$ cat src/rtl/n2r_pkg.sv
package n2r_pkg;

   // Line geometry
   localparam int MAX_ROW_WIDTH = 4096;
   localparam int LINE_DEPTH    = MAX_ROW_WIDTH / 2;
   localparam int COL_W         = (LINE_DEPTH > 1) ? $clog2(LINE_DEPTH) : 1;
   localparam int PAIRS_W       = $clog2(LINE_DEPTH + 1);

   // Configuration registers
   localparam int ROW_WIDTH_W = 13;
   localparam int ORDER_W     = 2;
   localparam int REG_INDEX_W = 1;
   localparam int CSR_DATA_W  = ROW_WIDTH_W;

   localparam logic [REG_INDEX_W-1:0] REG_ROW_WIDTH    = 1'b0;
   localparam logic [REG_INDEX_W-1:0] REG_OUTPUT_ORDER = 1'b1;

   localparam logic [ROW_WIDTH_W-1:0] ROW_WIDTH_RESET = 13'd640;

   localparam logic [ORDER_W-1:0] ORDER_BGRA = 2'd0;
   localparam logic [ORDER_W-1:0] ORDER_RGB  = 2'd1;
   localparam logic [ORDER_W-1:0] ORDER_RGBA = 2'd2;

   // Result format
   localparam int PIXEL_W      = 64;
   localparam int BYTE_COUNT_W = 4;
   localparam logic [BYTE_COUNT_W-1:0] BYTES_RGB  = 4'd6;
   localparam logic [BYTE_COUNT_W-1:0] BYTES_FULL = 4'd8;

   // Queue between front and back
   localparam int QUEUE_DEPTH = 4;
   localparam int QUEUE_PTR_W = $clog2(QUEUE_DEPTH);

   // One pair of pixels with its resolved chroma
   typedef struct packed {
      logic [7:0] luma_first;
      logic [7:0] luma_second;
      logic [7:0] chroma_v;
      logic [7:0] chroma_u;
   } pair_type;

   typedef struct packed {
      logic full;
      logic empty;
   } queue_status_type;

   // Pairs in one row: width capped, halved, at least one
   function automatic logic [PAIRS_W-1:0] pairs_per_row(input logic [ROW_WIDTH_W-1:0] width);
      logic [31:0] capped;
      logic [PAIRS_W-1:0] pairs;
      capped = {{(32-ROW_WIDTH_W){1'b0}}, width};
      if (capped > 32'(MAX_ROW_WIDTH)) begin
         capped = 32'(MAX_ROW_WIDTH);
      end
      pairs = capped[PAIRS_W:1];
      if (pairs == '0) begin
         pairs = PAIRS_W'(1);
      end
      return pairs;
   endfunction

endpackage

$ cat src/rtl/n2r_queue.sv
module n2r_queue (
   input  logic                       clock,
   input  logic                       reset,
   input  logic                       in_valid,
   output logic                       in_ready,
   input  n2r_pkg::pair_type          in_data,
   output logic                       out_valid,
   input  logic                       out_ready,
   output n2r_pkg::pair_type          out_data,
   output n2r_pkg::queue_status_type  status
);
   import n2r_pkg::*;

   pair_type                slot_ff [QUEUE_DEPTH];
   logic [QUEUE_PTR_W-1:0]  wr_ptr_ff, wr_ptr_in;
   logic [QUEUE_PTR_W-1:0]  rd_ptr_ff, rd_ptr_in;
   logic [QUEUE_PTR_W:0]    count_ff, count_in;
   logic                    push;
   logic                    pop;

   assign status.full  = count_ff == (QUEUE_PTR_W+1)'(QUEUE_DEPTH);
   assign status.empty = count_ff == '0;
   assign in_ready     = !status.full;
   assign out_valid    = !status.empty;
   assign push         = in_valid && in_ready;
   assign pop          = out_valid && out_ready;
   assign out_data     = slot_ff[rd_ptr_ff];

   // Advance pointers and occupancy
   always_comb begin
      wr_ptr_in = push ? wr_ptr_ff + QUEUE_PTR_W'(1) : wr_ptr_ff;
      rd_ptr_in = pop ? rd_ptr_ff + QUEUE_PTR_W'(1) : rd_ptr_ff;
      count_in  = count_ff;
      if (push && !pop) begin
         count_in = count_ff + (QUEUE_PTR_W+1)'(1);
      end else if (pop && !push) begin
         count_in = count_ff - (QUEUE_PTR_W+1)'(1);
      end
   end

   always_ff @(posedge clock) begin
      if (reset) begin
         wr_ptr_ff <= '0;
         rd_ptr_ff <= '0;
         count_ff  <= '0;
      end else begin
         wr_ptr_ff <= wr_ptr_in;
         rd_ptr_ff <= rd_ptr_in;
         count_ff  <= count_in;
      end
   end

   always_ff @(posedge clock) begin
      if (push) begin
         slot_ff[wr_ptr_ff] <= in_data;
      end
   end

endmodule

$ cat config.mk
export PLATFORM = sky130hd
export DESIGN_NAME = n2r_queue
export DESIGN_NICKNAME = d
export VERILOG_FILES = /design/src/rtl/n2r_pkg.sv /design/src/rtl/n2r_queue.sv
export SDC_FILE = /design/constraint.sdc
export NUM_CORES = 1
export LEC_CHECK = 0
export CAP_MARGIN = 10
export CORE_ASPECT_RATIO = 1.5
export CORE_UTILIZATION = 35
export CTS_BUF_LIST = sky130_fd_sc_hd__clkbuf_8
export DETAILED_ROUTE_END_ITERATION = 16
export DONT_BUFFER_PORTS = 1
export SKIP_CTS_REPAIR_TIMING = 1
export SLEW_MARGIN = 20
export SYNTH_ARGS = -nofsm -noshare
export SYNTH_HDL_FRONTEND = slang
export SYNTH_SLANG_ARGS = --single-unit
$ cat constraint.sdc
create_clock -name clock -period 3.3 [get_ports clock]
set_input_delay 0 -clock clock [delete_from_list [all_inputs] [get_ports clock]]
set_output_delay 0 -clock clock [all_outputs]
set_load 0.01 [all_outputs]
* Word level (Yosys, flattened, before mapping)
Memories as Yosys holds them, arrays and structs flattened. A register that Yosys moved wholly into a read port is not among the register bits.
Index checks and enable logic that the tools add are counted.
** Cells by class
- Reductions and logical operators :: 10
- Add/subtract/negate cells :: 4
- Equality and inequality tests :: 1
- Muxes and demuxes :: 6
** Operators by type and width (count)
- $mux W3 :: 2
- $add A2 B1 Y2 const B :: 2
- $logic_and A1 B1 Y1 :: 4
- $logic_not A1 Y1 :: 4
- $mux W2 :: 2
- $add A3 B1 Y3 const B :: 1
- $eq A3 B3 Y1 const B :: 1
- $logic_not A3 Y1 :: 1
- $sub A3 B1 Y3 const B :: 1
- $mux W1 :: 2
- $reduce_bool A2 Y1 :: 1
** Storage, ports and cells
- Flip-flop bits (word level) :: 7
- Memories kept :: 1
- Word-level logic and storage cells :: 25
- Output and inout bits :: 36
- Memory bits (writable) :: 128
- Input port bits :: 36
** Memories
- slot_ff :: depth 4, bits a word 32, rd ports 1, clocked after memory_dff 1, wr ports 1, RTL line n2r_queue.sv:14 : pair_type slot_ff [QUEUE_DEPTH];

* Depth between registers and ports, before layout
Gate-level depths: netlist (run 1).
- Depth in word-level cells :: 7
- Depth in mapped cells :: 10
- Mapped depth without buffers :: 10

* Worst setup path before layout (run 1)
Ideal clock, no wire load.
- Path kind :: register to register
- From :: register count_ff[0]
- To :: register count_ff[2]
- Required time :: 3.230 ns
- Buffers on the path :: 0
- Setup time :: 0.070 ns
- Path slack :: 1.246 ns
- Clock period less this slack :: 2.054 ns
- Cell stages (with the launch flop) :: 11
- Arrival time :: 1.984 ns
- Cells stage by stage :: dfxtp_1 -> nor2_1 -> nand2_2 -> inv_2 -> nor2_2 -> ha_1 -> inv_1 -> fa_1 -> xor2_1 -> or3_1 -> a21oi_1
** Between the ends
- Longest elaborated chain between the ends :: 6
- Elaborated cells on any way between the ends :: 15
- Those cells by class :: add/sub: 2; eq/ne: 1; mux: 2; reduce/logical: 10
** Ends and longest elaborated chain
- from (decl) :: RTL line n2r_queue.sv:17 : logic [QUEUE_PTR_W:0] count_ff, count_in;
- from (signal assigned) :: RTL line n2r_queue.sv:49 : count_ff <= count_in;
- $eq A3 B3 Y1 (*) :: RTL line n2r_queue.sv:21 : assign status.full = count_ff == (QUEUE_PTR_W+1)'(QUEUE_DEPTH);
- $logic_not A1 Y1 (*) :: RTL line n2r_queue.sv:23 : assign in_ready = !status.full;
- via in_ready :: RTL line n2r_queue.sv:5 : output logic in_ready,
- $logic_and A1 B1 Y1 (*) :: RTL line n2r_queue.sv:25 : assign push = in_valid && in_ready;
- via push :: RTL line n2r_queue.sv:18 : logic push;
- $logic_not A1 Y1 :: RTL line n2r_queue.sv:36 : end else if (pop && !push) begin
- $logic_and A1 B1 Y1 :: RTL line n2r_queue.sv:36
- $reduce_bool A2 Y1 (no line)
The timed path passes the listed nets; every way through them passes the cells marked *. The select of a mux whose other input is x is not followed.
A chain may end at the register's enable or synchronous reset.

* Final worst setup path (run 1)
Ends and elaborated chain as after synthesis.

==> results of run 1 <==
## logic make-up (layout without fill, tap and decap cells)
logic type               Yosys count  in the layout  share of synthesized area (%)
AND/OR/NAND/NOR                   17             17                           1.81
buffers and inverters             14             73                           2.20
adder cells (fa/ha/maj)            6              6                           1.61
XOR/XNOR                           4              4                          0.684
flip-flops                       137            137                           78.5
multiplexers                      34             34                           14.5
AO/OA/AOI/OAI                      6              6                          0.708
## cell type report
cell class	instances	area, µm²
multi-input combinational	67	992
timing repair buffer	36	358
sequential	137	4030
tap	192	240
fill	1218	8120
clock buffer	17	234
clock inverter	14	134
inverter	6	22.5
## cell usage after synthesis
cell type and n:
o21ai_0 2, o311ai_0 1, nand2b_1 2, nand2_2 1, buf_2 3, edfxtp_1 128, and2_1 4, o31ai_1 1
ha_1 5, xor2_1 4, mux2i_1 2, fa_1 1, or3_2 1, clkbuf_1 1, buf_6 1, nor2_1 6
a21oi_1 2, dfxtp_1 9, inv_1 5, buf_12 3, mux4_2 32, nor2_2 1, or3_1 2, inv_2 1
## per-stage QoR
step                hold WS (ns)  util, %  power, mW  area, µm²  worst slack, ns
floorplan                 0.0989        -       2.98       5120             1.25
CTS                       -0.399     40.0       4.36       5660            0.961
finish                     0.287     42.5       4.34       6010            0.981
global placement          0.0698     37.4       3.08       5290             1.14
detailed placement        0.0691     37.4       3.11       5290             1.01
global route               0.259     42.5       4.55       6010            0.823
## routing by layer
layer  track usage (%)  vias to the layer above  part of all wire [%]
met3              5.90                        9                   5.6
met4              6.09                        0                   1.6
li1                  -                      988                     -
met5                 0                        -                     0
met1              12.5                     1114                    39
met2              20.9                       54                    54
## sequential cells by signal (all words and copies together), names as in the netlist, named ones only
name       cells
wr_ptr_ff      2
rd_ptr_ff      2
count_ff       3
slot_ff      128
## final timing paths
kind | start | endpoint
worst min register to register | rd_ptr_ff[1]$_SDFFE_PP0P_ | register
worst max-delay path | count_ff[0]$_SDFFE_PP0P_ | count_ff[2]$_SDFFE_PP0P_
worst max register to register | count_ff[0]$_SDFFE_PP0P_ | count_ff[2]$_SDFFE_PP0P_
worst min-delay path | in_data[28] | slot_ff[3][28]$_DFFE_PP_
## report_power, final
part,switching (mW),internal [mW]
sequential,0.137,2.10
combinational,0.452,0.399
clock,0.600,0.658
total,1.19,3.15
==> flow_metrics.py, run 1 <==
metrics = {
    "routing": {
        "drc": 0,
        "ant_nets": 0,
        "drt_iter0_drc": 82,
        "vias": 2165,
        "routed_via_density": 4.62,
        "firstDrtPassIters": 4,
        "wire_per_inst_um": 18.4,
        "wl_mm": 8.61,
    },
    "critical_path": {
        "worstPathCellList": "nor2_1, nand2_2, inv_2, nor2_2, ha_1, inv_1, fa_1, xor2_1, or3_1, a21oi_1",
        "crit_family": "simple AND/OR/NAND/NOR gates",
        "r2r_slack_ns": 0.98,
        "cp_num_cells": 10,
        "crit_path_start_kind": "register",
        "worst_path_max_delay_cell": "dfxtp_1",
        "critPathBufInv": 2,
        "worstSetupPathType": "register to register",
        "endpoint_kind": "register",
        "rr_worst_depth": 10,
        "arrival_ns": 2.67,
        "cp_max_fo": 6,
        "worst_ep_required_time_ns": 3.65,
        "cpPeakStageDelay_ns": 0.45,
    },
    "grt": {
        "grt_pass1_wl_mm": 12.9,
        "gr-total-overflow": 0,
        "antenna_found_initial": 0,
        "grtUsageTotal_pct": 12.3,
        "grt_pass1_vias": 2234,
        "grt_max_degree": 33,
    },
    "min_path": {
        "worstHoldPathType": "input pin to register",
        "hold_depth": 1,
    },
    "timing": {
        "rsz0062_at_grt": "false",
        "hold_violations": 0,
        "fin_crit_ns": 2.32,
        "maxSlewHeadroom_pct": 40.9,
        "min_period_over_period_pct": 70.3,
        "setup_violations": 0,
        "max_freq_mhz": 431,
        "fin_setup_tns_ns": 0,
        "fin_skew_ns": 0.0109,
        "worst_pin_slew_ns": 0.886,
        "slew_violations": 0,
    },
    "power": {
        "ir_drop_mv": 0.296,
        "p_per_area_nw_per_um2": 723,
        "leakage_nw": 1.91,
    },
    "synth": {
        "synth-seq-area-share_pct": 78.5,
        "ys_top_cells_by_area": "edfxtp_1, mux4_2, dfxtp_1",
        "ys_ff_latch": 137,
        "synth_top_area_share_pct": 75.0,
        "avgSynthCellArea_um2": 23.5,
        "netlist_area_um2": 5120,
        "yosysTopAreaCell": "edfxtp_1",
        "yosys.cell_types.count": 24,
        "synth_warnings": 0,
        "synth_nets": 260,
        "synthCells": 218,
    },
    "placement": {
        "place_hpwl_mm": 5.36,
        "dpl.cell_count": 403,
        "numPortBuffers": 0,
        "place_congestion": 0.715,
    },
    "clocking": {
        "cts_tree": "done",
        "cts.sinks": 137,
        "htreeDepth": 4,
        "cts_root_buffer": "clkbuf_8",
        "clock_path_buffers": 2,
        "cts_buffers": 17,
        "clkSlewWorstSetupHoldPaths_ns": 0.08,
        "clock_latency_ns": 0.42,
    },
    "cells_and_area": {
        "num-nets-final": 307,
        "antenna_cells": 0,
        "layout_common_cells": "edfxtp_1, dlygate4sd3_1, mux4_2",
        "syn_to_final_growth_pct": 17.2,
        "layout-drive-gt1-share_pct": 26.0,
        "final_common_cell": "edfxtp_1",
        "instances_no_fill": 469,
    },
    "die": {
        "die-area_um2": 15100,
        "die_h_um": 150,
        "ioPinCount": 72,
        "die_w_um": 101,
        "start_util_pct": 36.3,
        "core_area_um2": 14100,
        "rows": 53,
    },
    "job": {
        "drv_cap": 0,
    },
    "outcome": {
        "outcome": "finished, final reports clean",
    },
}
No activity file was read; power rests on OpenSTA's default activity.
==> run 2, diff against run 1 <==
==> constraint.sdc (replaced) <==
create_clock -name clock -period 2.3 [get_ports clock]
set_input_delay 0 -clock clock [delete_from_list [all_inputs] [get_ports clock]]
set_output_delay 0 -clock clock [all_outputs]
set_load 0.01 [all_outputs]
==> run 2 against run 1 <==
Effect of this change:
- sequential share of layout area is 1.5 points lower
- worst hold slack worse by 0.0080 ns
- power is 47% higher
- clock-buffer cell count stayed put
- clock power is 49% higher
- final cell count is 3.4% higher
- critical path depth is 3 lower
- critical endpoint unchanged
- largest cell class unchanged
==> flow_metrics.py, run 2 (same netlist as run 1, synthesis figures left out) <==
metrics = {
    "cells_and_area": {
        "syn_to_final_growth_pct": 19.9,
        "largestRegisters": "slot_ff: 128 flops, count_ff: 3 flops",
        "largest_reg_flops": 128,
        "regMostFlops": "slot_ff",
        "layout_common_cells": "edfxtp_1, dlygate4sd3_1, mux4_2",
        "layout-drive-gt1-share_pct": 29.6,
        "final_area_um2": 6140,
        "num-nets-final": 320,
        "fillers": 1207,
        "utilization_pct": 43.5,
        "final_common_cell": "edfxtp_1",
    },
    "timing": {
        "setup_violations": 0,
        "min_period_over_period_pct": 92.8,
        "max_freq_mhz": 469,
        "fin_setup_tns_ns": 0,
        "hold_violations": 0,
        "slew_violations": 0,
        "maxSlewHeadroom_pct": 58.2,
        "worst_pin_slew_ns": 0.627,
        "rsz0062_at_grt": "false",
        "fin_skew_ns": 0.00874,
        "setup_ws_ns": 0.166,
        "fin_crit_ns": 2.13,
    },
    "critical_path": {
        "crit_family": "adder cells",
        "worst_path_max_delay_cell": "o31ai_1",
        "worstPathCellList": "o31ai_1, ha_1, inv_1, fa_1, xor2_1, or3_1, a21oi_1",
        "crit_path_start_kind": "register",
        "rr_startpoint": "count_ff[1]$_SDFFE_PP0P_",
        "worstSetupPathType": "register to register",
        "critPathLaunch": "count_ff[1]$_SDFFE_PP0P_",
        "arrival_ns": 2.50,
        "worst_ep_required_time_ns": 2.66,
        "cp_max_fo": 6,
        "critPathBufInv": 1,
        "endpoint_kind": "register",
        "cpPeakStageDelay_ns": 0.38,
    },
    "placement": {
        "place_area_um2": 5390,
        "dp_slack_ns": 0.144,
        "place_congestion": 0.653,
        "numPortBuffers": 0,
        "place_hpwl_mm": 5.67,
    },
    "clocking": {
        "clkSlewWorstSetupHoldPaths_ns": 0.08,
        "clock_path_buffers": 2,
        "cts.sinks": 137,
        "cts_buffers": 17,
        "cts_tree": "done",
        "cts_root_buffer": "clkbuf_8",
        "clock_latency_ns": 0.43,
        "htreeDepth": 4,
    },
    "routing": {
        "top_layer_used": "met4",
        "drc": 0,
        "routed_via_density": 4.62,
        "drt_iter0_drc": 95,
        "routedLengthMet1_mm": 3.22,
        "wire_per_inst_um": 18.0,
        "ant_nets": 0,
        "wl_met2_mm": 4.94,
        "met3WireLength_um": 430,
        "wl_mm": 8.73,
        "vias": 2239,
        "firstDrtPassIters": 4,
    },
    "die": {
        "core_area_um2": 14100,
        "die_w_um": 101,
        "rows": 53,
        "die-area_um2": 15100,
        "die_h_um": 150,
        "ioPinCount": 72,
        "start_util_pct": 36.3,
    },
    "grt": {
        "antenna_found_initial": 2,
        "gr-total-overflow": 0,
        "grt_pass1_vias": 2431,
        "grt_pass1_wl_mm": 13.2,
        "grt_max_degree": 23,
        "grtUsageTotal_pct": 12.6,
    },
    "power": {
        "ir_drop_mv": 0.322,
        "p_per_area_nw_per_um2": 1040,
        "leakage_nw": 1.98,
    },
    "min_path": {
        "hp-start": "in_data[24]",
        "worstHoldPathType": "input pin to register",
    },
    "job": {
        "drv_cap": 0,
    },
    "outcome": {
        "outcome": "finished, final reports clean",
    },
}
run 2: cell types whose count changed in the layout (fill, tap and decap cells not counted), sizes merged:
cell / delta
buf: +12
clkinv: -2
clkinvlp: +1
diode: +2
dlygate4sd3: +1
inv: +2
run 2: worst paths after layout:
kind	slack, ns	endpoint	cells past startpoint
min	0.28	slot_ff[0][24]$_DFFE_PP_	1
max reg2reg	0.17	count_ff[2]$_SDFFE_PP0P_	7
max	0.17	count_ff[2]$_SDFFE_PP0P_	7
min reg2reg	0.52	wr_ptr_ff[1]$_SDFFE_PP0P_	2
run 2: cell type report:
cell class	instances	area (µm²)	area share [%]
well taps	192	240	3.91
clock inverters	15	153	2.48
flip-flops and latches	137	4030	65.5
diodes	2	5.00	0.0814
repair buffers	49	470	7.66
clock buffers	17	234	3.81
multi-input cells	67	992	16.1
inverters	6	22.5	0.367
run 2: layer usage:
layer,GRT usage [%],up-vias
met5,0,-
met1,12.0,1163
met2,22.6,45
met3,5.71,8
li1,-,1023
met4,6.23,0
run 2: where the power goes:
| part | internal (mW) | switching [mW] | total [mW] |
|---|---|---|---|
| Clock | 0.964 | 0.918 | 1.88 |
| Sequential | 3.00 | 0.171 | 3.17 |
| Combinational | 0.641 | 0.669 | 1.31 |
| Total | 4.61 | 1.76 | 6.37 |
run 2: stage by stage:
step	cells	hold WS, ns	power [mW]
finish	485	0.279	6.37
CTS	447	-0.410	6.40
detailed placement	415	0.0696	4.52
global route	484	0.261	6.68
floorplan	218	0.0989	4.27
global placement	415	0.0685	4.47
==> run 3, diff against run 2 <==
--- a/config.mk
+++ b/config.mk
@@ -7,6 +7,7 @@
 export LEC_CHECK = 0
 export CAP_MARGIN = 10
 export CORE_ASPECT_RATIO = 1.5
+export CORE_MARGIN = 2
 export CORE_UTILIZATION = 35
 export CTS_BUF_LIST = sky130_fd_sc_hd__clkbuf_8
 export DETAILED_ROUTE_END_ITERATION = 16
==> run 3 against run 2 <==
Effect of this change:
- maximum frequency grew 2.1%
- final cell count increased by 0.41%
- sequential share of layout area fell by 0.27 points
- wire length increased by 4.5%
- sequential cell count stayed put
- sequential power shrank 2%
- cell area grew 0.45%
- clock-buffer cell count did not move
- clock skew hardly changed
==> flow_metrics.py, run 3 (same netlist as run 1, synthesis figures left out) <==
metrics = {
    "outcome": {
        "outcome": "finished, final reports clean",
    },
    "timing": {
        "max_freq_mhz": 479,
        "hold_violations": 0,
        "setup_violations": 0,
        "maxSlewHeadroom_pct": 63.8,
        "fin_crit_ns": 2.09,
        "fin_setup_tns_ns": 0,
        "min_period_over_period_pct": 90.9,
        "fin_skew_ns": 0.00863,
        "rsz0062_at_grt": "false",
        "slew_violations": 0,
        "worst_pin_slew_ns": 0.536,
        "setup_ws_ns": 0.210,
    },
    "routing": {
        "wire_per_inst_um": 18.7,
        "vias": 2252,
        "drc": 0,
        "routed_via_density": 4.62,
        "firstDrtPassIters": 4,
        "ant_nets": 0,
        "wl_mm": 9.12,
        "drt_iter0_drc": 74,
    },
    "clocking": {
        "cts.sinks": 137,
        "clkSlewWorstSetupHoldPaths_ns": 0.08,
        "cts_tree": "done",
        "clock_path_buffers": 2,
        "cts_buffers": 17,
        "htreeDepth": 4,
        "cts_root_buffer": "clkbuf_8",
        "clock_latency_ns": 0.41,
    },
    "die": {
        "die-area_um2": 15600,
        "start_util_pct": 35.4,
        "die_w_um": 103,
        "ioPinCount": 72,
        "rows": 54,
        "die_h_um": 152,
        "core_area_um2": 14500,
    },
    "cells_and_area": {
        "regMostFlops": "slot_ff",
        "num-nets-final": 318,
        "syn_to_final_growth_pct": 20.5,
        "largestRegisters": "slot_ff: 128 flops, count_ff: 3 flops",
        "instances_no_fill": 487,
        "layout-drive-gt1-share_pct": 30.1,
        "largest_reg_flops": 128,
        "fillers": 1340,
        "utilization_pct": 42.7,
        "layout_common_cells": "edfxtp_1, dlygate4sd3_1, mux4_2",
        "final_common_cell": "edfxtp_1",
    },
    "placement": {
        "place_congestion": 0.666,
        "place_hpwl_mm": 5.71,
        "numPortBuffers": 0,
        "dpl.cell_count": 418,
        "dp_slack_ns": 0.115,
    },
    "grt": {
        "antenna_found_initial": 2,
        "grt_max_degree": 25,
        "grt_pass1_wl_mm": 13.7,
        "grt_pass1_vias": 2381,
        "grtUsageTotal_pct": 12.4,
        "gr-total-overflow": 0,
    },
    "power": {
        "p_per_area_nw_per_um2": 1060,
        "leakage_nw": 1.99,
        "ir_drop_mv": 0.378,
        "finalPower_mw": 6.57,
    },
    "critical_path": {
        "endpoint_kind": "register",
        "rr_startpoint": "count_ff[0]$_SDFFE_PP0P_",
        "cp_max_fo": 6,
        "worst_ep_required_time_ns": 2.65,
        "worstSetupPathType": "register to register",
        "critPathLaunch": "count_ff[0]$_SDFFE_PP0P_",
        "crit_path_start_kind": "register",
        "arrival_ns": 2.44,
    },
    "job": {
        "drv_cap": 0,
    },
    "min_path": {
        "hp-start": "in_data[21]",
        "worstHoldPathType": "input pin to register",
    },
}
==> run 3: worst max-delay path, stage by stage, from the launching register on <==
cell	delay (ns)
dfxtp_2	0.40
nor2_1	0.07
nand2_2	0.11
inv_2	0.08
nor2_2	0.10
ha_1	0.20
inv_1	0.06
fa_1	0.38
xor2_1	0.16
or3_1	0.31
a21oi_1	0.15
==> run 3: report_power, final <==
group	switching, mW	leakage [nW]	total, mW	internal [mW]
sequential	0.115	1.25	3.12	3.00
clock	0.914	0.212	2.10	1.19
combinational	0.739	0.527	1.35	0.611
total	1.77	1.99	6.57	4.80
==> run 3: path summary, 6_finish.rpt <==
| path | to | slack [ns] | cells past startpoint |
|---|---|---|---|
| max | count_ff[2]$_SDFFE_PP0P_ | 0.21 | 10 |
| min | slot_ff[0][21]$_DFFE_PP_ | 0.29 | 1 |
| max reg2reg | count_ff[2]$_SDFFE_PP0P_ | 0.21 | 10 |
| min reg2reg | register | 0.53 | 2 |
==> run 3: layout make-up <==
cell class / instances / area [µm²] / area share (%)
inverters: 6 / 22.5 / 0.365
diodes: 2 / 5.00 / 0.0811
repair buffers: 47 / 440 / 7.14
flip-flops and latches: 137 / 4030 / 65.3
well taps: 196 / 245 / 3.97
clock buffers: 17 / 234 / 3.79
clock inverters: 15 / 199 / 3.22
multi-input cells: 67 / 997 / 16.2
==> run 3: per-stage QoR <==
| step | instance area, µm² | hold WS [ns] |
|---|---|---|
| floorplan | 5120 | 0.0989 |
| global placement | 5380 | 0.0707 |
| detailed placement | 5380 | 0.0704 |
| CTS | 5810 | -0.394 |
| global route | 6170 | 0.257 |
| finish | 6170 | 0.292 |
==> run 3: per-layer routing <==
metal	part of all wire (%)	track usage, %	up-vias
li1	-	-	1021
met1	38	12.8	1176
met2	56	22.2	45
met3	4.2	4.54	10
met4	1.9	5.08	0
met5	0	0	-
