<file path="config.mk">
export PLATFORM = sky130hd
export DESIGN_NAME = n2r_back
export DESIGN_NICKNAME = d
export VERILOG_FILES = /design/src/rtl/n2r_pkg.sv /design/src/rtl/n2r_back.sv
export SDC_FILE = /design/constraint.sdc
export NUM_CORES = 1
export LEC_CHECK = 0
export BUFFER_PORTS_ARGS = -buffer_cell sky130_fd_sc_hd__buf_4
export CORE_AREA = 2 2 139 209
export CTS_BUF_LIST = sky130_fd_sc_hd__clkbuf_4
export DETAILED_ROUTE_END_ITERATION = 8
export DIE_AREA = 0 0 141 211
export PLACE_DENSITY_LB_ADDON = 0.1
export SYNTH_ARGS = -nofsm -noshare
export SYNTH_HDL_FRONTEND = slang
export SYNTH_SLANG_ARGS = --single-unit
</file>
<file path="constraint.sdc">
create_clock -name clock -period 5.85 [get_ports clock]
set_clock_uncertainty 0.1 [all_clocks]
set_input_delay 1.17 -clock clock [delete_from_list [all_inputs] [get_ports clock]]
set_output_delay 1.17 -clock clock [all_outputs]
set_load 0.03 [all_outputs]
</file>
<file path="src/rtl/n2r_pkg.sv">
package n2r_pkg;

   // Line geometry
   localparam int MAX_ROW_WIDTH = 4096;
   localparam int LINE_DEPTH    = MAX_ROW_WIDTH / 2;
   localparam int COL_W         = (LINE_DEPTH > 1) ? $clog2(LINE_DEPTH) : 1;
   localparam int PAIRS_W       = $clog2(LINE_DEPTH + 1);

   // Configuration registers
   localparam int ROW_WIDTH_W = 13;
   localparam int ORDER_W     = 2;
   localparam int REG_INDEX_W = 1;
   localparam int CSR_DATA_W  = ROW_WIDTH_W;

   localparam logic [REG_INDEX_W-1:0] REG_ROW_WIDTH    = 1'b0;
   localparam logic [REG_INDEX_W-1:0] REG_OUTPUT_ORDER = 1'b1;

   localparam logic [ROW_WIDTH_W-1:0] ROW_WIDTH_RESET = 13'd640;

   localparam logic [ORDER_W-1:0] ORDER_BGRA = 2'd0;
   localparam logic [ORDER_W-1:0] ORDER_RGB  = 2'd1;
   localparam logic [ORDER_W-1:0] ORDER_RGBA = 2'd2;

   // Result format
   localparam int PIXEL_W      = 64;
   localparam int BYTE_COUNT_W = 4;
   localparam logic [BYTE_COUNT_W-1:0] BYTES_RGB  = 4'd6;
   localparam logic [BYTE_COUNT_W-1:0] BYTES_FULL = 4'd8;

   // Queue between front and back
   localparam int QUEUE_DEPTH = 4;
   localparam int QUEUE_PTR_W = $clog2(QUEUE_DEPTH);

   // One pair of pixels with its resolved chroma
   typedef struct packed {
      logic [7:0] luma_first;
      logic [7:0] luma_second;
      logic [7:0] chroma_v;
      logic [7:0] chroma_u;
   } pair_type;

   typedef struct packed {
      logic full;
      logic empty;
   } queue_status_type;

   // Pairs in one row: width capped, halved, at least one
   function automatic logic [PAIRS_W-1:0] pairs_per_row(input logic [ROW_WIDTH_W-1:0] width);
      logic [31:0] capped;
      logic [PAIRS_W-1:0] pairs;
      capped = {{(32-ROW_WIDTH_W){1'b0}}, width};
      if (capped > 32'(MAX_ROW_WIDTH)) begin
         capped = 32'(MAX_ROW_WIDTH);
      end
      pairs = capped[PAIRS_W:1];
      if (pairs == '0) begin
         pairs = PAIRS_W'(1);
      end
      return pairs;
   endfunction

endpackage

</file>
<file path="src/rtl/n2r_back.sv">
module n2r_back (
   input  logic                               clock,
   input  logic                               reset,
   input  logic                               in_valid,
   output logic                               in_ready,
   input  n2r_pkg::pair_type                  in_data,
   input  logic [n2r_pkg::ORDER_W-1:0]        output_order,
   output logic                               rsp_valid,
   input  logic                               rsp_ready,
   output logic [n2r_pkg::PIXEL_W-1:0]        rsp_pixel_bytes,
   output logic [n2r_pkg::BYTE_COUNT_W-1:0]   rsp_byte_count
);
   import n2r_pkg::*;

   localparam int SUM_W = 20;
   localparam logic signed [SUM_W-1:0] COEF_Y    = 20'sd298;
   localparam logic signed [SUM_W-1:0] COEF_UB   = 20'sd517;
   localparam logic signed [SUM_W-1:0] COEF_UG   = 20'sd100;
   localparam logic signed [SUM_W-1:0] COEF_VG   = 20'sd208;
   localparam logic signed [SUM_W-1:0] COEF_VR   = 20'sd409;
   localparam logic signed [SUM_W-1:0] OFFSET_Y  = 20'sd16;
   localparam logic signed [SUM_W-1:0] OFFSET_UV = 20'sd128;
   localparam logic [7:0]              ALPHA     = 8'd255;

   // Clamp a scaled sum to one byte, truncating the fraction
   function automatic logic [7:0] channel(input logic signed [SUM_W-1:0] sum);
      logic [7:0] value;
      if (sum[SUM_W-1]) begin
         value = 8'd0;
      end else if (|sum[SUM_W-2:16]) begin
         value = 8'hFF;
      end else begin
         value = sum[15:8];
      end
      return value;
   endfunction

   logic                     advance;
   logic                     prod_valid_ff, prod_valid_in;
   logic                     out_valid_ff, out_valid_in;
   logic signed [SUM_W-1:0]  t1_ff, t2_ff, ub_ff, uvg_ff, vr_ff;
   logic signed [SUM_W-1:0]  y1, y2, u, v;
   logic [PIXEL_W-1:0]       pixel_ff, pixel_in;
   logic [BYTE_COUNT_W-1:0]  count_ff, count_in;
   logic [7:0]               r1, g1, b1, r2, g2, b2;

   assign advance   = !out_valid_ff || rsp_ready;
   assign in_ready  = advance;
   assign rsp_valid = out_valid_ff;
   assign rsp_pixel_bytes = pixel_ff;
   assign rsp_byte_count  = count_ff;

   // Stage one: centered samples times constant coefficients
   always_comb begin
      y1 = $signed({{(SUM_W-8){1'b0}}, in_data.luma_first}) - OFFSET_Y;
      y2 = $signed({{(SUM_W-8){1'b0}}, in_data.luma_second}) - OFFSET_Y;
      u  = $signed({{(SUM_W-8){1'b0}}, in_data.chroma_u}) - OFFSET_UV;
      v  = $signed({{(SUM_W-8){1'b0}}, in_data.chroma_v}) - OFFSET_UV;
   end

   always_ff @(posedge clock) begin
      if (advance) begin
         t1_ff  <= y1 * COEF_Y;
         t2_ff  <= y2 * COEF_Y;
         ub_ff  <= u * COEF_UB;
         uvg_ff <= -(u * COEF_UG) - v * COEF_VG;
         vr_ff  <= v * COEF_VR;
      end
   end

   // Stage two: sums, clamp and byte order
   always_comb begin
      r1 = channel(t1_ff + vr_ff);
      g1 = channel(t1_ff + uvg_ff);
      b1 = channel(t1_ff + ub_ff);
      r2 = channel(t2_ff + vr_ff);
      g2 = channel(t2_ff + uvg_ff);
      b2 = channel(t2_ff + ub_ff);
      case (output_order)
         ORDER_BGRA: begin
            pixel_in = {ALPHA, r2, g2, b2, ALPHA, r1, g1, b1};
            count_in = BYTES_FULL;
         end
         ORDER_RGB: begin
            pixel_in = {16'd0, b2, g2, r2, b1, g1, r1};
            count_in = BYTES_RGB;
         end
         default: begin
            pixel_in = {ALPHA, b2, g2, r2, ALPHA, b1, g1, r1};
            count_in = BYTES_FULL;
         end
      endcase
   end

   always_ff @(posedge clock) begin
      if (advance) begin
         pixel_ff <= pixel_in;
         count_ff <= count_in;
      end
   end

   // Valid bits move with the stages, which all hold while the output stalls
   always_comb begin
      prod_valid_in = prod_valid_ff;
      out_valid_in  = out_valid_ff;
      if (advance) begin
         prod_valid_in = in_valid;
         out_valid_in  = prod_valid_ff;
      end
   end

   always_ff @(posedge clock) begin
      if (reset) begin
         prod_valid_ff <= 1'b0;
         out_valid_ff  <= 1'b0;
      end else begin
         prod_valid_ff <= prod_valid_in;
         out_valid_ff  <= out_valid_in;
      end
   end

endmodule

</file>
### Word-level counts from Yosys, hierarchy flattened

Cells that the tools add are included.

* add/sub/neg operators: 12
* multiply operators: 6
* div/mod/pow operators: 0
* magnitude comparators: 0
* equal/unequal tests: 1
* shift-type cells: 0
* muxes and demuxes: 14
* bitwise gates (word level): 0
* reductions and logical operators: 9

Operators with widths (count)
* 64-bit case mux with 2 select lines: 1
* 20-bit adder: 6
* 8-bit 2-to-1 mux: 12
* 9-bit by 9-bit multiplier with 18-bit output, second input constant: 2
* 9-bit by 11-bit multiplier with 20-bit output, second input constant: 1
* 17-bit negation with 20-bit output: 1
* 20-bit by 18-bit subtractor with 20-bit output: 1
* 9-bit by 10-bit multiplier with 19-bit output, second input constant: 1
* 3-bit OR reduction: 6
* 8-bit by 5-bit subtractor with 9-bit output, second input constant: 2
* 8-bit by 8-bit subtractor with 9-bit output, second input constant: 2
* 9-bit by 6-bit multiplier with 15-bit output, second input constant: 1
* 9-bit by 5-bit multiplier with 14-bit output, second input constant: 1
* 4-bit 2-to-1 mux: 1
* 2-bit by 1-bit equality test with 1-bit output, second input constant: 1
* 2-bit zero test: 1
* 1-bit zero test: 1
* 1-bit logical OR: 1

* flip-flop bits (word level): 168
* latch bits: 0
* bits in writable memories: 0
* ROM bits: 0
* bits of input ports: 38
* output and inout port bits: 70
* word-level logic and storage cells: 51
* memories: 0

### Logic depth before layout (Yosys ltp)

Gate-level depths: netlist (run 1).

* word-level depth: 5
* gate-level depth with buffers: 23
* mapped depth without buffers: 23

### Worst setup path before layout (run 1)

No wires, ideal clock.

* path kind: input to register
* start point: in in_data[28] in the netlist's numbering
* end point: reg t1_ff[18], data pin
* setup time: 0.304 ns
* arrival: 5.961 ns
* required time: 5.446 ns
* path slack: -0.515 ns
* stages: 18
* path through: inv_1 -> ha_1 -> nor3b_1 -> ha_1 -> ha_1 -> inv_1 -> fa_1 -> fa_1 -> inv_1 -> ha_1 -> inv_1 -> o21ai_0 -> a21o_1 -> a21o_1 -> a21o_1 -> a41o_1 -> o41a_1 -> xor2_1

* word-level cells in the longest chain between the ends: 2

Ends and longest elaborated chain
* from (decl): line n2r_back.sv:6 `input n2r_pkg::pair_type in_data,`
* 8-bit by 5-bit subtractor with 9-bit output: line n2r_back.sv:55 `y1 = $signed({{(SUM_W-8){1'b0}}, in_data.luma_first}) - OFFSET_Y;`
* 9-bit by 9-bit multiplier with 18-bit output: line n2r_back.sv:63 `t1_ff <= y1 * COEF_Y;`
* to (signal assigned): line n2r_back.sv:63
* to (decl): line n2r_back.sv:41 `logic signed [SUM_W-1:0] t1_ff, t2_ff, ub_ff, uvg_ff, vr_ff;`

No other way between the ends.
A chain may end at the register's enable or synchronous reset.

### Final worst setup path (run 1)

* start point: in in_data[3] in the netlist's numbering
* end point: reg uvg_ff[16], data pin

* word-level cells in the longest chain between the ends: 4

Ends and longest elaborated chain
* 8-bit by 8-bit subtractor with 9-bit output: line n2r_back.sv:57 `u = $signed({{(SUM_W-8){1'b0}}, in_data.chroma_u}) - OFFSET_UV;`
* 9-bit by 6-bit multiplier with 15-bit output: line n2r_back.sv:66 `uvg_ff <= -(u * COEF_UG) - v * COEF_VG;`
* 17-bit negation with 20-bit output: line n2r_back.sv:66
* 20-bit by 18-bit subtractor with 20-bit output: line n2r_back.sv:66
* to (signal assigned): line n2r_back.sv:66
* to (decl): line n2r_back.sv:41

No other way between the ends.

==> results by stage, run 1 <==
Status:
- The flow ran to the end, and the final reports show no timing, DRC or antenna violations.

Power and ir drop:
- Summed over all cells, the static leakage comes to about 8.5 nW.
- The power density over cell area is 512.9 mW/mm².
- Power comes to 0.009026 W.
- Summed over all nets, the switching power comes to 0.004197 W.
- The fraction of power consumed by sequential logic is 0.244.
- The net switching fraction of the power is 0.4650.
- The internal portion of the total power is around 0.0048 W.
- Of the total power, combinational logic draws 0.671.
- The clock group share of total power is 0.086.
- The worst voltage drop across the vdd grid is 0.2416 mV.

CTS:
- Clock-pin slew was measured on the worst setup and hold paths at roughly 0.12 ns.
- The number of clock sinks is between 150 and 200.
- The count of H-tree levels built during CTS is 4.
- The CTS tree is yes.
- The post-cts resize count is 0.
- The clock latency reported for the late side of the worst-skew pair is between 0.6 and 0.7 ns.
- Counting the buffers created by CTS gives 17.
- The longest clock path from root to sink contains 2 buffers.
- The cell sitting at the root of the clock tree is a sky130_fd_sc_hd__clkbuf_4.
- In this run, post-CTS hold repair placed 0 buffers.
- The number of buffers inserted by post-CTS setup repair is 0.

STA:
- The number of pins with negative max-slew slack in the final report was 0.
- The final setup violation count is 0.
- The final critical-path required period is 5.219 ns.
- Of the available clock period, the critical path in the final layout requires 0.8922.
- Setup repair after global routing left no endpoint under its margin.
- The actual slew at the worst max-slew pin is 1.142 ns.
- Measured against its own limit, the worst slew margin works out to 0.2331.
- Based on the critical path, the design can be clocked at up to ~190 MHz.
- The number of hold violations in the final report is 0.

Global routing:
- The first global-routing pass estimated 57.77 mm of wire.
- The pin count of the biggest net entering global routing is 103.
- The global routing met3 resource utilization is 0.03537.
- The all-layer global routing usage is 0.2512.
- In the global route stage, met2 resource usage came out at 0.4802.
- Global routing finished with a remaining overflow of 0.
- The number of antenna violations at the first check in global routing was 1.
- The via count of the first global-routing pass came to 11751.
- For this run, global-route usage on met1 was measured as 0.2653.
- The peak-usage layer in the global routing report is met2.

Critical path:
- The kind of critical path is primary input to flop.
- STA classifies the critical path startpoint as a primary input.
- Traced cell by cell, the critical path runs through buf_4 -> ha_1 -> fa_1 -> ha_1 -> ha_1 -> a21o_1 -> a21oi_1 -> nand2b_1 -> a21oi_1 -> o21ai_0 -> nand2b_1 -> a21oi_1 -> nor2b_1 -> or3_1 -> ha_1 -> ha_1 -> mux2i_1 -> o311ai_0 -> a211o_1.
- The cell family with the largest share of critical-path delay is adder cells.
- The slowest stage of the critical path belongs to the cell sky130_fd_sc_hd__fa_1.
- Along the worst path, the maximum fanout reaches 8.
- The dominant cell type by count on the critical path is sky130_fd_sc_hd__ha_1.
- The largest single stage delay on the critical path is 0.47 ns.
- The number of buffer and inverter stages on the critical path is 1.
- Data on the critical path is required at its endpoint by 6.14 ns.
- STA classifies the critical path endpoint as a flop.
- The worst path arrival time is 5.51 ns.

Logic synthesis:
- The register area share after synthesis is 0.2844.
- The cell area after synthesis is 0.01598 mm².
- The net count after synthesis is 2003.
- In the post-synthesis netlist, the biggest area contributors are sky130_fd_sc_hd__ha_1, sky130_fd_sc_hd__edfxtp_1, sky130_fd_sc_hd__fa_1, sky130_fd_sc_hd__xnor2_1, sky130_fd_sc_hd__inv_1.
- The share of synthesized area in the top cell type comes to 0.2851.
- For this run, the leading register cell type out of synthesis is sky130_fd_sc_hd__edfxtp_1.
- The post-synthesis cell type count is 76.
- Counting flops with an async set or reset pin after synthesis yields a share of 0.
- A synthesized cell averages 10.31 µm².
- The Yosys step of the flow raised 0 warnings.
- The register bit total from synthesis is 152.
- The library cell occupying the most area in the post-synthesis netlist is sky130_fd_sc_hd__ha_1.
- The number of flops mapped to enable cells by yosys is 150.
- The synthesized netlist cell count is 1550.

Placement:
- The congestion estimate from routability-driven global placement came to 0.9236.
- The total half-perimeter wirelength after legalization and detailed placement is roughly 31 mm.
- The number of I/O port buffers is 106.

Worst hold path:
- The type of the most critical hold path is flop to flop.

Die:
- The floorplan has 75 rows.
- In this run the standard cell core region covers 0.02787 mm².
- The boundary pin count is 108.
- From bottom edge to top edge, the die measures 211 µm.
- The floorplan step set the die width to 141 µm.
- The initial core utilization is 0.5732.
- The die outline area is about 0.03 mm².

Detailed routing:
- The total routed wirelength is about 36 mm.
- Once detail routing completed, the nets flagged for antenna violations numbered 0.
- For this run, the detailed router's first-pass iteration total came to 5.
- In the routed layout, each cell is associated on average with a via count of 5.757.
- The overall via count from detail_route is 11693.
- The detailed router finished its first iteration with 467 violations.
- The number of remaining DRC errors is 0.
- The per-cell routed wire length is between 15 and 20 µm.

Cells and area:
- In the final design database the tool counted ~2100 nets.
- In the final layout, the share of cells above drive strength 1 is 0.1075.
- The signed area change from the synthesized netlist to the final layout is 10.14%.
- The utilization after layout is 0.6314.
- In the layout the commonest cells are sky130_fd_sc_hd__ha_1, sky130_fd_sc_hd__inv_1, sky130_fd_sc_hd__edfxtp_1.
- The most common library cell in the layout ignoring fill and taps is sky130_fd_sc_hd__ha_1.

Run:
- Max-cap violations in this run came to 0.
synth_stat cells (5+ instances only):
cell,instances
sky130_fd_sc_hd__a211o_1,7
sky130_fd_sc_hd__mux2i_1,9
sky130_fd_sc_hd__o32a_1,7
sky130_fd_sc_hd__and3_1,7
sky130_fd_sc_hd__nand3_1,21
sky130_fd_sc_hd__nand2_1,48
sky130_fd_sc_hd__o22ai_1,16
sky130_fd_sc_hd__fa_1,51
sky130_fd_sc_hd__o21bai_1,15
sky130_fd_sc_hd__ha_1,364
sky130_fd_sc_hd__o21a_1,25
sky130_fd_sc_hd__a21oi_1,85
sky130_fd_sc_hd__a21o_1,36
sky130_fd_sc_hd__edfxtp_1,150
sky130_fd_sc_hd__nor2b_1,21
sky130_fd_sc_hd__o21ai_0,47
sky130_fd_sc_hd__a211oi_1,5
sky130_fd_sc_hd__or3_1,5
sky130_fd_sc_hd__a31oi_1,13
sky130_fd_sc_hd__clkbuf_1,5
sky130_fd_sc_hd__or2_2,7
sky130_fd_sc_hd__xor2_1,37
sky130_fd_sc_hd__nand2b_1,26
sky130_fd_sc_hd__xnor2_1,93
sky130_fd_sc_hd__o32ai_1,19
sky130_fd_sc_hd__nor3_1,26
sky130_fd_sc_hd__nor4_1,6
sky130_fd_sc_hd__inv_1,195
sky130_fd_sc_hd__o41a_1,5
sky130_fd_sc_hd__and2_1,5
sky130_fd_sc_hd__nor2_1,93
sky130_fd_sc_hd__buf_4,9
sky130_fd_sc_hd__nand4_1,15
routing by layer:
metal  up-vias  wire, µm
met5         -         0
met4         0      1845
met3        78       929
met2       237     19080
met1      5512     13900
li1       5866         -
path summary, 6_finish.rpt:
| path | start | end | slack (ns) | cells past startpoint |
|---|---|---|---|---|
| setup reg to reg | t2_ff[6] | rsp_pixel_bytes[37] | 2.02 | 10 |
| hold / removal | prod_valid_ff | rsp_valid | 0.36 | 2 |
| hold reg to reg | prod_valid_ff | rsp_valid | 0.36 | 2 |
| setup / recovery | in_data[3] | uvg_ff[16] | 0.63 | 19 |
logic make-up (layout without fill, tap and decap cells):
group | count (synthesis) | count (layout) | share of synthesized area
adders and majority gates | 415 | 415 | 0.3490
buffers and inverters | 215 | 349 | 0.05294
DFF | 152 | 152 | 0.2844
AOI/OAI and AO/OA | 327 | 327 | 0.1405
and+or+nand+nor | 296 | 296 | 0.09233
xor gates and xnor gates | 130 | 130 | 0.07127
muxes | 14 | 14 | 0.009319
other | 1 | 2 | 0.0002347
worst min-delay path, cell delays in order (launching register included):
cell,delay (ns)
sky130_fd_sc_hd__dfxtp_1,0.33
sky130_fd_sc_hd__inv_1,0.05
sky130_fd_sc_hd__a21oi_1,0.05
final cells by class:
class / count / area, µm²
repair buffers: 122 / 928.4
fillers: 2298 / 10270
flip-flops and latches: 152 / 4544
diodes: 1 / 2.502
inverters: 196 / 735.7
clock inverters: 14 / 221.5
clock buffers: 17 / 127.6
well taps: 346 / 432.9
multi-input cells: 1183 / 10600
registers in the layout (all words and copies together), names as in the netlist, 2 cells and up:
signal and cells:
t2_ff 18, uvg_ff 17, vr_ff 18, rsp_pixel_bytes 57, t1_ff 18, rsp_byte_count 2
ub_ff 20
per-stage QoR:
| stage | cell area [µm²] | hold WS [ns] | cells | setup TNS (ns) | setup slack [ns] |
|---|---|---|---|---|---|
| 2_1_floorplan | 15980 | 0.3188 | 1550 | -0.03562 | -0.03562 |
| 3_3_place_gp | 17250 | 0.3241 | 1999 | 0 | 0.05356 |
| 3_5_place_dp | 17250 | 0.3382 | 1999 | -0.01873 | -0.01873 |
| 4_1_cts | 17590 | 0.3555 | 2030 | 0 | 0.6702 |
| 5_1_grt | 17600 | 0.3788 | 2031 | 0 | 0.3872 |
| 6_report | 17600 | 0.3556 | 2031 | 0 | 0.6307 |
power groups by stage:
stage | logic, W | clock network (W) | registers, W
after floorplan | 0.00423 | 0 | 0.00241
after detailed placement | 0.00602 | 0 | 0.00223
after global routing | 0.00678 | 0.000833 | 0.00222
after global placement | 0.00590 | 0 | 0.00223
after CTS | 0.00606 | 0.000792 | 0.00220
final | 0.00605 | 0.000773 | 0.00220
No activity file was read; power rests on OpenSTA's default activity.
==> run 2: changes to the inputs <==
--- a/config.mk
+++ b/config.mk
@@ -6,10 +6,10 @@
 export NUM_CORES = 1
 export LEC_CHECK = 0
 export BUFFER_PORTS_ARGS = -buffer_cell sky130_fd_sc_hd__buf_4
-export CORE_AREA = 2 2 139 209
+export CORE_AREA = 4 4 137 204
 export CTS_BUF_LIST = sky130_fd_sc_hd__clkbuf_4
 export DETAILED_ROUTE_END_ITERATION = 8
-export DIE_AREA = 0 0 141 211
+export DIE_AREA = 0 0 141 208
 export PLACE_DENSITY_LB_ADDON = 0.1
 export SYNTH_ARGS = -nofsm -noshare
 export SYNTH_HDL_FRONTEND = slang
==> constraint.sdc (replaced) <==
create_clock -name clock -period 5.05 [get_ports clock]
set_clock_uncertainty 0.1 [all_clocks]
set_input_delay 1.01 -clock clock [delete_from_list [all_inputs] [get_ports clock]]
set_output_delay 1.01 -clock clock [all_outputs]
set_load 0.03 [all_outputs]
==> run 2 against run 1 <==
- critical path depth unchanged
- hold slack better by 0.00083 ns
- final area up 5.1%
- core utilization up 7.2 points
- first-iteration DRC count up 16%
- largest cell class unchanged
- routed wire length up 3.2%
- die area down 1.4%
- flip-flop and latch count unchanged
- sequential share of layout area down 1.3 points
- global-route usage up 0.76 points
- final cell count up 5.3%
==> results by stage, run 2 (synthesis results as in run 1) <==
Status:
- The flow ran to the end, and the final reports show no timing, DRC or antenna violations.

CTS:
- TritonCTS built the clock tree.
- The TritonCTS buffer count came to 17 (unchanged).
- The clock root buffer is sky130_fd_sc_hd__clkbuf_4.
- The number of clock sinks is 152 (unchanged).
- The clock latency reported for the late side of the worst-skew pair is 0.58 ns (-0.05 ns).
- The clock slew at the register clock pins of the worst setup and hold paths is 0.14 ns (+0.02 ns).
- The count of H-tree levels built during CTS was 4 (unchanged).
- The number of buffers inserted by post-CTS setup repair is 0 (unchanged).
- The maximum count of clock buffers along a single path is 2 (unchanged).

Placement:
- The total half-perimeter wirelength after legalization and detailed placement is 32.14 mm (+4.9%).
- The final weighted congestion of routability-driven global placement was 0.9484 (+2.7%).
- The minimum setup slack after placement came to -0.3665 ns (-0.3477 ns).
- The number of I/O port buffers is 106 (unchanged).
- The placed cell count came to 2106 (+5.4%).

Worst hold path:
- The end point of the worst hold path is rsp_valid.
- The type of the most critical hold path is flop to flop.
- The worst hold path startpoint is prod_valid_ff.
- The number of cells on the worst hold path was 2 (unchanged).

Cells and area:
- The fraction of final layout cells sized beyond drive strength 1 was 0.1766 (+0.06909).
- The filler cell count in the final layout came to 2079 (-9.5%).
- The library cells used most frequently in the layout, excluding fill and tap cells, are sky130_fd_sc_hd__ha_1, sky130_fd_sc_hd__buf_4, sky130_fd_sc_hd__inv_1.
- The number of standard cells in the layout, taps in and fillers out was 2139 (+5.3%).
- The most common library cell in the layout ignoring fill and taps is sky130_fd_sc_hd__ha_1.
- The net total in the final layout is 2241 (+5.5%).
- The number of flip-flops under the largest register name was 57 (unchanged).
- The utilization after layout is 0.7032 (+0.07186).
- The signed area change from the synthesized netlist to the final layout is 15.79%.

Global routing:
- The overall overflow remaining after global route is 0 (unchanged).
- The all-layer global routing usage is 0.2588 (+0.007601).
- The via count of the first global-routing pass is 12318 (+4.8%).
- The pin count of the biggest net entering global routing is 84 (-18%).
- The number of antenna violations at the first check in global routing is 1 (unchanged).
- The wire length of the first global-routing pass is 60.29 mm (+4.4%).

Detailed routing:
- The number of search-and-repair iterations in the first detailed-routing pass came to 5 (unchanged).
- The detailed router's first-iteration violation count is 541 (+16%).
- The overall via count from detail_route is 12292 (+5.1%).
- The via density per instance is 5.747 (-0.19%).
- The number of remaining DRC errors is 0 (unchanged).
- The total routed wirelength came to 36.92 mm (+3.2%).
- The per-cell routed wire length is 17.26 µm (-2.0%).
- The remaining antenna violation count after routing is 0 (unchanged).

Critical path:
- The slowest stage cell on the critical path is sky130_fd_sc_hd__fa_1.
- The data required time of the worst path was 5.29 ns (-0.85 ns).
- The delay of the slowest critical-path stage came to 0.48 ns (about the same).
- The depth of the worst register-to-register path was 10 (unchanged).
- The capture point of the worst reg-to-reg path is rsp_pixel_bytes[37].
- The reg-to-reg setup timing slack was 1.03 ns (-0.99 ns).
- The critical path is of the primary input to flop type.
- The critical path goes through buf_4 -> ha_4 -> fa_1 -> ha_1 -> ha_1 -> a21o_1 -> a21oi_2 -> nand2b_1 -> a21oi_1 -> o21ai_1 -> nand2b_1 -> a21oi_2 -> nor2b_1 -> or3_1 -> ha_1 -> ha_1 -> mux2i_1 -> o311ai_1 -> a211o_1.
- The worst path arrival time came to 5.04 ns (-0.47 ns).
- The worst setup path is captured at a flop.
- The startpoint identified for the worst register-to-register timing path is t2_ff[6].
- Counting stages on the worst path, the most repeated cell is sky130_fd_sc_hd__ha_1.
- The critical-path maximum fanout is 6 (-2).
- The startpoint type of the worst setup path is a primary input.

Run:
- The total of max-cap violations is 0 (unchanged).

Power and ir drop:
- The leakage power came to 9.015 nW (+6.0%).
- The power density over cell area is 584.5 mW/mm² (+14%).
- The worst voltage drop across the vdd grid came to 0.3823 mV (+58%).
- The total power of the final layout is 0.01081 W (+20%).

STA:
- The worst slew slack as a fraction of its limit is 0.2528 (+0.01968).
- Timing would allow up to 208.3 MHz.
- The number of pins with negative max-slew slack in the final report came to 0 (unchanged).
- The final critical-path required period is 4.800 ns.
- The number of hold violations in the final report is 0 (unchanged).
- The worst hold-check slack is 0.3565 ns (+0.0008260 ns).
- The final setup violation count was 0 (unchanged).
- The post-layout worst setup margin is 0.2503 ns (-0.3804 ns).
- Dividing the final minimum period by the clock period gives 0.9504.
- The actual slew at the worst max-slew pin is 1.113 ns (-0.02932 ns).

Die:
- The number of rows created at floorplan is 73 (-2.7%).
- The height of the die was 208 µm (-1.4%).
- The area of the core region is 0.02631 mm² (-5.6%).
- The die outline area is 0.02933 mm² (-1.4%).
- The boundary pin count is 108 (unchanged).
- The width of the die is 141 µm (unchanged).
- The initial core utilization is 0.6074 (+0.03411).
==> run 2: what timing repair did <==
action / 4_1_cts / 5_1_grt
setup endpoints to repair: 0 / 3
hold buffers: 0 / 0
gates resized for setup: 0 / 3
==> run 2: where the power goes <==
| part | switching (W) | internal [W] |
|---|---|---|
| combinational | 0.00413 | 0.00344 |
| clock | 0.000476 | 0.000211 |
| sequential | 0.000431 | 0.00212 |
==> run 2: worst max-delay path by stage <==
stage	startpoint	cells after the start	slack, ns	to
after detailed placement	in_data[1]	18	-0.37	uvg_ff[18]
after CTS	in_data[1]	18	0.27	uvg_ff[18]
after global routing	in_data[1]	20	-0.03	uvg_ff[18]
after global placement	in_data[1]	18	-0.26	uvg_ff[18]
final	in_data[2]	19	0.25	uvg_ff[16]
after floorplan	in_data[29]	18	-0.22	t1_ff[18]
==> run 2: through the flow <==
step                instance area, µm²  TNS (ns)
global route                     18500  -0.02976
global placement                 18230    -2.811
CTS                              18480         0
finish                           18500         0
detailed placement               18230    -4.460
floorplan                        16130   -0.2484
==> run 2: worst max-delay path: cells and delay by family <==
kind / cells / cell delay (ns)
muxes: 1 / 0.22
AOI/OAI and AO/OA: 7 / 1.05
and+or+nand+nor: 4 / 0.66
adders and majority gates: 6 / 1.96
buffers and inverters: 1 / 0.13
==> run 2: cell type report <==
class                      instances  area [µm²]  share of cell area
antenna                            1       2.502           0.0001353
clock buffer                      18       135.1            0.007305
clock inverter                    14       117.6            0.006358
inverter                         196       740.7             0.04004
multi-input combinational       1183       10750              0.5811
sequential                       152        4544              0.2457
tap                              337       421.7             0.02279
timing repair buffer             238        1787             0.09658
==> run 2: per-layer routing <==
layer | wire length [µm] | global-route usage | vias to the layer above
met5 | 0 | 0 | -
met3 | 1309 | 0.02920 | 130
met4 | 2892 | 0.1725 | 0
met1 | 13680 | 0.2796 | 5739
li1 | - | - | 6100
met2 | 19040 | 0.4689 | 323
==> run 3: changes to the inputs <==
--- a/config.mk
+++ b/config.mk
@@ -11,6 +11,7 @@
 export DETAILED_ROUTE_END_ITERATION = 8
 export DIE_AREA = 0 0 141 208
 export PLACE_DENSITY_LB_ADDON = 0.1
+export RECOVER_POWER = 25
 export SYNTH_ARGS = -nofsm -noshare
 export SYNTH_HDL_FRONTEND = slang
 export SYNTH_SLANG_ARGS = --single-unit
==> run 3 against run 2 <==
- the run now ends with capacitance limit, slew limit left
- critical endpoint unchanged
- core utilization fell by 0.18 points
- critical path depth did not move
- clock-buffer cell count did not move
- final area fell by 0.26%
- routed wire length barely moved
==> results by stage, run 3 (synthesis results as in run 1) <==
Status:
- The run finished, with violations left.
- The checks that failed: capacitance limit, slew limit.

Cells and area:
- The filler cell count in the final layout was 2088 (+0.43%).
- The fraction of final layout cells sized beyond drive strength 1 is 0.1705 (-0.006108).
- The net total in the final layout is 2241 (unchanged).
- The register area is 0.004544 mm² (unchanged).
- The top cell types in the final layout, fill and taps aside, are sky130_fd_sc_hd__ha_1, sky130_fd_sc_hd__buf_4, sky130_fd_sc_hd__inv_1.
- The signed area change from the synthesized netlist to the final layout is 15.49%.
- The number of flip-flops under the largest register name is 57 (unchanged).
- The utilization after layout is 0.7014 (-0.001808).
- The multi-input logic area came to 0.01074 mm² (about the same).
- The most common library cell in the layout ignoring fill and taps is sky130_fd_sc_hd__ha_1.

CTS:
- The clock latency reported for the late side of the worst-skew pair is 0.58 ns (about the same).
- The number of buffers inserted by post-CTS setup repair was 0 (unchanged).
- The maximum count of clock buffers along a single path is 2 (unchanged).
- In this run the clock root is driven by a sky130_fd_sc_hd__clkbuf_4.
- The number of clock sinks is 152 (unchanged).
- The CTS tree is yes.
- The clock slew at the register clock pins of the worst setup and hold paths was 0.14 ns (about the same).
- The count of H-tree levels built during CTS is 4 (unchanged).
- The TritonCTS buffer count is 17 (unchanged).
- The count of hold-fix buffers inserted at cts is 0 (unchanged).

Detailed routing:
- The remaining antenna violation count after routing is 0 (unchanged).
- The number of remaining DRC errors is 0 (unchanged).
- The detailed router's first-iteration violation count was 587 (+8.5%).
- The overall via count from detail_route was 12285 (-0.057%).
- The via density per instance is 5.743 (about the same).
- The total routed wirelength is 36.90 mm (about the same).
- The per-cell routed wire length is 17.25 µm (about the same).
- The number of search-and-repair iterations in the first detailed-routing pass is 5 (unchanged).

Power and ir drop:
- The worst voltage drop across the vdd grid is 0.3825 mV (about the same).
- The total power of the final layout is 0.01081 W (about the same).
- The leakage power was 8.973 nW (-0.47%).
- The power density over cell area is 586.0 mW/mm² (+0.25%).

Die:
- The width of the die is 141 µm (unchanged).
- The initial core utilization was 0.6074 (unchanged).
- The die outline area was 0.02933 mm² (unchanged).
- The height of the die came to 208 µm (unchanged).
- The number of rows created at floorplan is 73 (unchanged).
- The boundary pin count is 108 (unchanged).
- The area of the core region is 0.02631 mm² (unchanged).

STA:
- The number of hold violations in the final report is 0 (unchanged).
- The final setup violation count is 0 (unchanged).
- The final critical-path required period is 4.802 ns (+0.001966 ns).
- The worst slew slack as a fraction of its limit came to -1.231 (-1.484).
- The number of pins with negative max-slew slack in the final report is 152 (+152).
- The actual slew at the worst max-slew pin came to 3.346 ns (+2.234 ns).
- The part of the cycle the worst path needs was 0.9508 (about the same).
- The fmax is 208.3 MHz (about the same).

Run:
- The total of max-cap violations is 2 (+2).

Global routing:
- The all-layer global routing usage is 0.2588 (unchanged).
- The pin count of the biggest net entering global routing is 84 (unchanged).
- The overall overflow remaining after global route is 0 (unchanged).
- The wire length of the first global-routing pass was 60.29 mm (unchanged).
- The number of antenna violations at the first check in global routing is 1 (unchanged).
- The via count of the first global-routing pass came to 12318 (unchanged).

Critical path:
- The worst path arrival time is 5.04 ns (about the same).
- On the critical path the largest part of the delay comes from adder cells.
- The kind of critical path is primary input to flop.
- Walking the worst path, the cells encountered are buf_4 -> ha_4 -> fa_1 -> ha_1 -> ha_1 -> a21o_1 -> a21oi_2 -> nand2b_1 -> a21oi_1 -> o21ai_1 -> nand2b_1 -> a21oi_2 -> nor2b_1 -> or3_1 -> ha_1 -> ha_1 -> mux2i_1 -> o311ai_1 -> a211o_1.
- The slowest stage cell on the critical path is sky130_fd_sc_hd__fa_1.
- The dominant cell type by count on the critical path is sky130_fd_sc_hd__ha_1.
- The startpoint type of the worst setup path is a primary input.
- STA classifies the critical path endpoint as a flop.
- The delay of the slowest critical-path stage is 0.48 ns (about the same).
- The critical-path maximum fanout is 6 (unchanged).
- The data required time of the worst path is 5.29 ns (about the same).
- The number of buffer and inverter stages on the critical path is 1 (unchanged).
- The reg-to-reg setup timing slack came to 1.03 ns (about the same).

Placement:
- The number of I/O port buffers is 106 (unchanged).
- The total half-perimeter wirelength after legalization and detailed placement is 32.14 mm (unchanged).
- The final weighted congestion of routability-driven global placement was 0.9484 (unchanged).

Worst hold path:
- The type of the most critical hold path is flop to flop.
## run 3: timing repair
action / 4_1_cts / 5_1_grt
setup endpoints to repair: 0 / 3
endpoints found under the hold margin: 0 / 0
gates resized for setup: 0 / 3
## run 3: worst paths after layout
path	startpoint	end	depth (start not counted)
worst max-delay path	in_data[2]	uvg_ff[16]	19
worst min-delay path	prod_valid_ff	rsp_valid	2
worst max register to register	t2_ff[7]	rsp_pixel_bytes[37]	10
worst min register to register	prod_valid_ff	rsp_valid	2
## run 3: final cells by class
type / count / share of cell area
diodes: 1 / 0.0001356
well taps: 337 / 0.02285
multi-input cells: 1183 / 0.5822
inverters: 196 / 0.04014
repair buffers: 238 / 0.09466
flip-flops and latches: 152 / 0.2463
clock inverters: 14 / 0.006374
clock buffers: 18 / 0.007324
## run 3: per-layer routing
layer | vias up | track usage | wire length [µm]
li1 | 6095 | - | -
met1 | 5720 | 0.2796 | 13710
met2 | 338 | 0.4689 | 18970
met3 | 132 | 0.02920 | 1313
met4 | 0 | 0.1725 | 2899
met5 | - | 0 | 0
## run 3: through the flow
| stage | hold WS (ns) | TNS [ns] | cells | setup slack (ns) | instance area (µm²) |
|---|---|---|---|---|---|
| 2_1_floorplan | 0.3188 | -0.2484 | 1550 | -0.2234 | 16130 |
| 3_3_place_gp | 0.3230 | -2.811 | 2106 | -0.2568 | 18230 |
| 3_5_place_dp | 0.3555 | -4.460 | 2106 | -0.3665 | 18230 |
| 4_1_cts | 0.3580 | 0 | 2138 | 0.2665 | 18480 |
| 5_1_grt | 0.3811 | -0.02976 | 2139 | -0.02976 | 18450 |
| 6_report | 0.3581 | 0 | 2139 | 0.2483 | 18450 |
## run 3: worst register-to-register path, delay by kind of cell (launching register included)
kind,cells,cell delay (ns)
compound gates,6,1.73
simple gates,2,0.96
flops,1,0.51
fa+ha+maj,1,0.37
mux,1,0.08
## run 3: report_power, final
| part | switching [W] | internal [W] | total [W] |
|---|---|---|---|
| registers | 0.000432 | 0.00213 | 0.00256 |
| clock network | 0.000471 | 0.000210 | 0.000682 |
| logic | 0.00414 | 0.00343 | 0.00757 |
